$ cat src/vmpf_pkg.sv
// Shared types and constants for the voxel map point add filter.
// No dependencies; every other file in src imports this package.
package vmpf_pkg;

  localparam int unsigned QUEUE_DEPTH_DEF = 2;

  localparam int unsigned VOXEL_SIZE_W = 21;
  localparam int unsigned RECIP_W      = 32;
  localparam int unsigned CFG_DATA_W   = 32;
  localparam int unsigned CFG_INDEX_W  = 2;

  // Neighbors tested against the voxel center, and the count ceiling.
  localparam logic [2:0] MATCH_POINTS = 3'd5;
  localparam logic [2:0] COUNT_MAX    = 3'd7;

  // 1e-6 m^2 in Q32.32
  localparam logic [63:0] EPS_Q32 = 64'd4295;

  // Register indexes on the configuration port
  localparam logic [CFG_INDEX_W-1:0] CFG_VOXEL_SIZE  = 2'd0;
  localparam logic [CFG_INDEX_W-1:0] CFG_VOXEL_RECIP = 2'd1;
  localparam logic [CFG_INDEX_W-1:0] CFG_EST_READY   = 2'd2;

  // Operation field codes
  localparam logic OP_QUERY     = 1'b0;
  localparam logic OP_NEIGHBOUR = 1'b1;

  typedef enum logic {
    KIND_QUERY     = 1'b0,
    KIND_NEIGHBOUR = 1'b1
  } kind_t;

  typedef enum logic [1:0] {
    DEC_ADD_DS  = 2'd0,
    DEC_ADD_RAW = 2'd1,
    DEC_DROP    = 2'd2
  } decision_t;

  typedef enum logic [2:0] {
    BK_IDLE,
    BK_RECIP,
    BK_SCALE,
    BK_CENTRE,
    BK_DIFF,
    BK_SQUARE,
    BK_ACCUM,
    BK_FINISH
  } back_state_t;

  typedef struct packed {
    logic               operation;
    logic signed [31:0] coord_x;
    logic signed [31:0] coord_y;
    logic signed [31:0] coord_z;
    logic               last_of_query;
  } in_item_t;

  typedef struct packed {
    logic [1:0]         decision;
    logic signed [31:0] point_x;
    logic signed [31:0] point_y;
    logic signed [31:0] point_z;
  } out_item_t;

  // Classified transaction handed from front to back
  typedef struct packed {
    kind_t              kind;
    logic signed [31:0] x;
    logic signed [31:0] y;
    logic signed [31:0] z;
    logic               last;
  } entry_t;

  typedef struct packed {
    logic [VOXEL_SIZE_W-1:0] voxel_size;
    logic [RECIP_W-1:0]      voxel_reciprocal;
    logic                    estimator_ready;
  } cfg_t;

endpackage

$ cat src/vmpf_front.sv
// Front end: accepts input transactions, drops orphan neighbors, queues the rest.
// Depends on vmpf_pkg.
module vmpf_front import vmpf_pkg::*; #(
  parameter int unsigned QUEUE_DEPTH = QUEUE_DEPTH_DEF
) (
  input  logic     clk,
  input  logic     rst_n,
  input  logic     in_valid,
  output logic     in_ready,
  input  in_item_t in_item,
  output logic     q_valid,
  input  logic     q_ready,
  output entry_t   q_entry
);

  localparam int unsigned PTR_W = $clog2(QUEUE_DEPTH);
  localparam int unsigned CNT_W = $clog2(QUEUE_DEPTH + 1);
  localparam logic [PTR_W-1:0] PTR_LAST = PTR_W'(QUEUE_DEPTH - 1);
  localparam logic [CNT_W-1:0] CNT_FULL = CNT_W'(QUEUE_DEPTH);

  entry_t           slots_r [QUEUE_DEPTH];
  logic [PTR_W-1:0] wr_ptr_r;
  logic [PTR_W-1:0] rd_ptr_r;
  logic [CNT_W-1:0] cnt_r;
  logic [CNT_W-1:0] cnt_nxt;
  logic             open_r;
  logic             open_nxt;
  logic             accept;
  logic             keep;
  logic             push;
  logic             pop;
  entry_t           new_entry;

  assign in_ready = (cnt_r != CNT_FULL);
  assign accept   = in_valid && in_ready;

  // A neighbor outside an open query has no effect downstream.
  assign keep = (in_item.operation == OP_QUERY) || open_r;
  assign push = accept && keep;
  assign pop  = q_valid && q_ready;

  assign new_entry.kind = (in_item.operation == OP_QUERY) ? KIND_QUERY : KIND_NEIGHBOUR;
  assign new_entry.x    = in_item.coord_x;
  assign new_entry.y    = in_item.coord_y;
  assign new_entry.z    = in_item.coord_z;
  assign new_entry.last = in_item.last_of_query;

  always_comb begin
    open_nxt = open_r;
    if (accept) begin
      if (in_item.operation == OP_QUERY) begin
        open_nxt = !in_item.last_of_query;
      end else if (in_item.last_of_query) begin
        open_nxt = 1'b0;
      end
    end
  end

  always_comb begin
    cnt_nxt = cnt_r;
    if (push && !pop) begin
      cnt_nxt = cnt_r + 1'b1;
    end else if (pop && !push) begin
      cnt_nxt = cnt_r - 1'b1;
    end
  end

  assign q_valid = (cnt_r != '0);
  assign q_entry = slots_r[rd_ptr_r];

  always_ff @(posedge clk) begin
    if (!rst_n) begin
      wr_ptr_r <= '0;
      rd_ptr_r <= '0;
      cnt_r    <= '0;
      open_r   <= 1'b0;
    end else begin
      cnt_r  <= cnt_nxt;
      open_r <= open_nxt;
      if (push) begin
        wr_ptr_r <= (wr_ptr_r == PTR_LAST) ? '0 : wr_ptr_r + 1'b1;
      end
      if (pop) begin
        rd_ptr_r <= (rd_ptr_r == PTR_LAST) ? '0 : rd_ptr_r + 1'b1;
      end
    end
  end

  always_ff @(posedge clk) begin
    if (push) begin
      slots_r[wr_ptr_r] <= new_entry;
    end
  end

endmodule

$ cat config.mk
export PLATFORM = sky130hd
export DESIGN_NAME = vmpf_front
export DESIGN_NICKNAME = d
export VERILOG_FILES = /design/src/vmpf_pkg.sv /design/src/vmpf_front.sv
export SDC_FILE = /design/constraint.sdc
export NUM_CORES = 1
export LEC_CHECK = 0
export ABC_AREA = 1
export BUFFER_PORTS_ARGS = -buffer_cell sky130_fd_sc_hd__buf_2
export CORE_MARGIN = 10
export CORE_UTILIZATION = 52
export DETAILED_ROUTE_END_ITERATION = 10
export PLACE_DENSITY_LB_ADDON = 0.2
export RECOVER_POWER = 25
export SYNTH_ARGS = -nofsm -noshare
export SYNTH_HDL_FRONTEND = slang
export SYNTH_SLANG_ARGS = --single-unit
$ cat constraint.sdc
create_clock -name clk -period 7.9 [get_ports clk]
set_clock_uncertainty 0.2 [all_clocks]
set_input_delay 1.185 -clock clk [delete_from_list [all_inputs] [get_ports clk]]
set_output_delay 1.185 -clock clk [all_outputs]
set_load 0.005 [all_outputs]
== Word level (Yosys, flattened, before mapping) ==
Memory sizes are Yosys's and may differ from the RTL's. A register that Yosys moved wholly into a read port is not among the register bits.
Cells that the tools add are included.
Word-level totals
  bits in read-only memories: 0
  RAM bits: 196
  memories: 1
  register bits after elaboration: 5
  bits in latches: 0
Memories
  slots_r: depth 2, width 98, rd ports 1, clocked after Yosys merged registers in 1, wr ports 1, RTL line vmpf_front.sv:21  | entry_t slots_r [QUEUE_DEPTH];
Operators by class
  $mul: 0
  $add $sub $neg: 4
  shift operators: 0
  equal/unequal tests: 2
  muxes and demuxes: 11
  divide/modulo/power cells: 0
  reductions and logical operators: 12
  $lt $le $gt $ge: 0
  bitwise operators: 1
Operators with widths (count)
  $mux 1: 9
  $logic_and 1x1->1: 5
  $mux 2: 2
  $ne 2x2->1 const B: 2
  $reduce_bool 2->1: 2
  $logic_not 1->1: 3
  $add 1x1->1 const B: 2
  $add 2x1->2 const B: 1
  $reduce_and 2->1: 1
  $sub 2x1->2 const B: 1
  $logic_or 1x1->1: 1
  $not 1->1: 1

== Longest topological paths before layout ==
  depth in word-level cells: 7
  mapped depth: 11

== Least setup slack after synthesis ==
No wires, ideal clock.
  kind: input -> register
  start: input in_item[97] in the netlist's numbering
  end: memory slots_r[0][0] in the netlist's numbering, enable pin
  required time: 7.144 ns
  arrival time: 5.457 ns
  setup slack: 1.688 ns
  stages: 3
  path through: nand2_1 nand3_1 nor2_1
Between the ends
  longest elaborated chain between the ends: 5
RTL lines
  start, declared: RTL line vmpf_front.sv:10  | input in_item_t in_item,
  $not 1->1
  $logic_or 1x1->1: RTL line vmpf_front.sv:38  | assign keep = (in_item.operation == OP_QUERY) || open_r;
  $logic_and 1x1->1: RTL line vmpf_front.sv:39  | assign push = accept && keep;
  $mux 1: RTL line vmpf_front.sv:90  | if (push) begin
  $mux 1 (not written as such): RTL line vmpf_front.sv:91  | slots_r[wr_ptr_r] <= new_entry;
  end, declared: RTL line vmpf_front.sv:21
Every way passes these cells.

==> impl_metrics.json <==
{
  "status": "completed",
  "cts_tree": "yes",
  "via_count": 3772,
  "syn_inst": 351,
  "grt_max_degree": 81,
  "drtIter0Drc": 193,
  "max_stage_delay_ns": 0.77,
  "crit_chain": "buf_4 -> mux2_2 -> buf_2",
  "synthAdderAreaFrac_pct": 0.168,
  "clockRootBuffer": "clkbuf_16",
  "fp.coreArea_sq_um": 13900,
  "htreeDepth": 1,
  "finalSetupViolations": 0,
  "worst_slew_pin_slew_ns": 1.05,
  "synth.mux.area_fraction_pct": 15.8,
  "hold_path_class": "reg -> reg",
  "synth-simple-area-share_pct": 1.38,
  "holdBufCountCts": 0,
  "finalSetupTns_ns": 0,
  "port_buffers": 201,
  "layout_common_cells": "196 x edfxtp_1, 184 x buf_2, 78 x mux2_2, 21 x clkbuf_16, 21 x clkbuf_1",
  "rows": 43,
  "gp_congestion": 0.724,
  "p_seq_share_pct": 50.1,
  "die_x_um": 140,
  "synth_xor_area_share_pct": 0,
  "ys.warnings.count": 0,
  "slowest_stage": "dfxtp_4",
  "firstDrtPassIters": 4,
  "path_class": "reg -> out",
  "n_antenna_cell": 0,
  "mappedNetlistArea_sq_um": 7440,
  "drc": 0,
  "clkSinkCount": 202,
  "drv_cap": 0,
  "synth.distinct_cells": 16,
  "worstSetupEndpointType": "output port",
  "drive_gt1_share_pct": 54.2,
  "ir_worst_vdd_uv": 211,
  "synth-compound-area-share_pct": 0.303,
  "dieArea_sq_um": 19500,
  "finalHoldViolCount": 0,
  "synth_top_family_by_area": "multiplexers",
  "clock_path_buffers": 3,
  "cts_made_buffers": 20,
  "combPwrFrac_pct": 16.8,
  "via_per_inst": 4.99,
  "dp_hpwl_um": 10200,
  "ys_ff_latch": 202,
  "sw_frac_of_total_pct": 22.8,
  "grt_use_total_pct": 14.3,
  "start_util_pct": 53.4,
  "grt_pass1_vias": 4075,
  "cp_max_fo": 50,
  "grt_pass1_wl_um": 22200,
  "final_antenna_net_count": 0,
  "ys_seq_area_share_pct": 80.7,
  "rsz0062_at_grt": "false",
  "syn_avg_cell_area_sq_um": 21.2,
  "syn-num-nets": 454,
  "io_pins": 202,
  "powerDensity_nw_per_um2": 287,
  "wl_um": 14700,
  "cts_setup_buffers": 0,
  "crit_required_ns": 6.51,
  "area_growth_pct": 23.9,
  "slew-limit-headroom_pct": 29.9,
  "p_sw_uw": 604,
  "critPathArrivalTime_ns": 2.55,
  "antenna_found_initial": 2,
  "wire_per_inst_um": 19.4,
  "grt-ovfl-total": 0,
  "final_common_cell": "edfxtp_1",
  "power.leakage_uw": 0.00345,
  "p_clk_share_pct": 33.1,
  "timing.final.crit_period_ns": 3.93,
  "cp-start-kind": "register",
  "clk_latency_ns": 0.47,
  "internal_power_uw": 2050,
  "clkTransAtPathRegs_ns": 0.06,
  "slew_violations": 0,
  "finalCritPeriodShare_pct": 49.8,
  "fmax_mhz": 254,
  "die_h_um": 140,
  "cts_resized": 0,
  "nets": 669,
  "finish.utilization_pct": 66.2
}
[cell type report]
| cell class | instances | area (sq um) |
|---|---|---|
| inverters | 11 | 43.8 |
| clock buffers | 27 | 568 |
| multi-input cells | 127 | 1320 |
| fillers | 1012 | 4710 |
| flip-flops and latches | 202 | 6010 |
| clock inverters | 5 | 45.0 |
| well taps | 180 | 225 |
| repair buffers | 204 | 1010 |
[registers in the layout, indices dropped and copies added, names as in the netlist, named ones only]
signal / flops
slots_r: 196
cnt_r: 2
wr_ptr_r: 1
rd_ptr_r: 1
open_r: 1
[synthesized netlist by cell type]
| cell type | number | area share, % |
|---|---|---|
| nand2_1 | 12 | 0.61 |
| o21ai_0 | 1 | 0.067 |
| buf_6 | 4 | 0.61 |
| buf_2 | 7 | 0.47 |
| edfxtp_1 | 196 | 79 |
| nor2_1 | 6 | 0.30 |
| mux2_2 | 78 | 12 |
| inv_1 | 11 | 0.55 |
| o21a_1 | 1 | 0.10 |
| ha_1 | 1 | 0.17 |
| mux2_4 | 20 | 4.0 |
| nand3b_1 | 1 | 0.10 |
| nand4_1 | 2 | 0.17 |
| nand3_1 | 3 | 0.20 |
| a21oi_1 | 2 | 0.13 |
| dfxtp_1 | 6 | 1.6 |
[metrics by stage]
step | instance area (sq um) | hold slack, ns | setup slack [ns] | power [uW] | instances
6_report | 9220 | 0.256 | 3.97 | 2650 | 756
5_1_grt | 9220 | 0.273 | 3.81 | 2780 | 756
4_1_cts | 9240 | 0.260 | 3.89 | 2690 | 756
3_5_place_dp | 8630 | 0.251 | 4.09 | 1810 | 724
3_3_place_gp | 8630 | 0.243 | 4.14 | 1800 | 724
2_1_floorplan | 7440 | 0.226 | 1.69 | 1620 | 351
[worst max-delay path, delay by kind of cell (launching register included)]
family,cells,cell delay (ns)
buf+inv,2,0.85
flops,1,0.77
mux,1,0.42
[cells by family after synthesis]
logic type / Yosys count
AOI/OAI and AO/OA: 4
adders and majority gates: 1
buffers and inverters: 22
DFF: 202
muxes: 98
and+or+nand+nor: 24
[routing by layer]
metal  routed length (um)  global-route usage [%]  part of all wire, %  vias to the layer above
li1                     -                       -                    -                     1795
met1                 5560                    16.0                   38                     1816
met2                 7620                    25.0                   52                      136
met3                 1270                    5.44                  8.6                       21
met4                  204                    3.59                  1.4                        4
met5                   18                       0                 0.12                        -
[power by group through the flow]
stage / sequential, uW / combinational (uW) / clock, uW
after detailed placement: 1350 / 457 / 0
after global placement: 1350 / 450 / 0
after CTS: 1330 / 459 / 905
after global routing: 1340 / 486 / 953
final: 1330 / 445 / 879
after floorplan: 1330 / 291 / 0
[path summary, 6_finish.rpt]
path,start,end,slack (ns),cells past startpoint
setup / recovery,register,q_entry[49],3.97,3
hold / removal,open_r,open_r,0.26,2
setup reg to reg,cnt_r[0],slots_r[0][3],4.88,5
hold reg to reg,open_r,open_r,0.26,2
(Power assumes the default switching activity.)
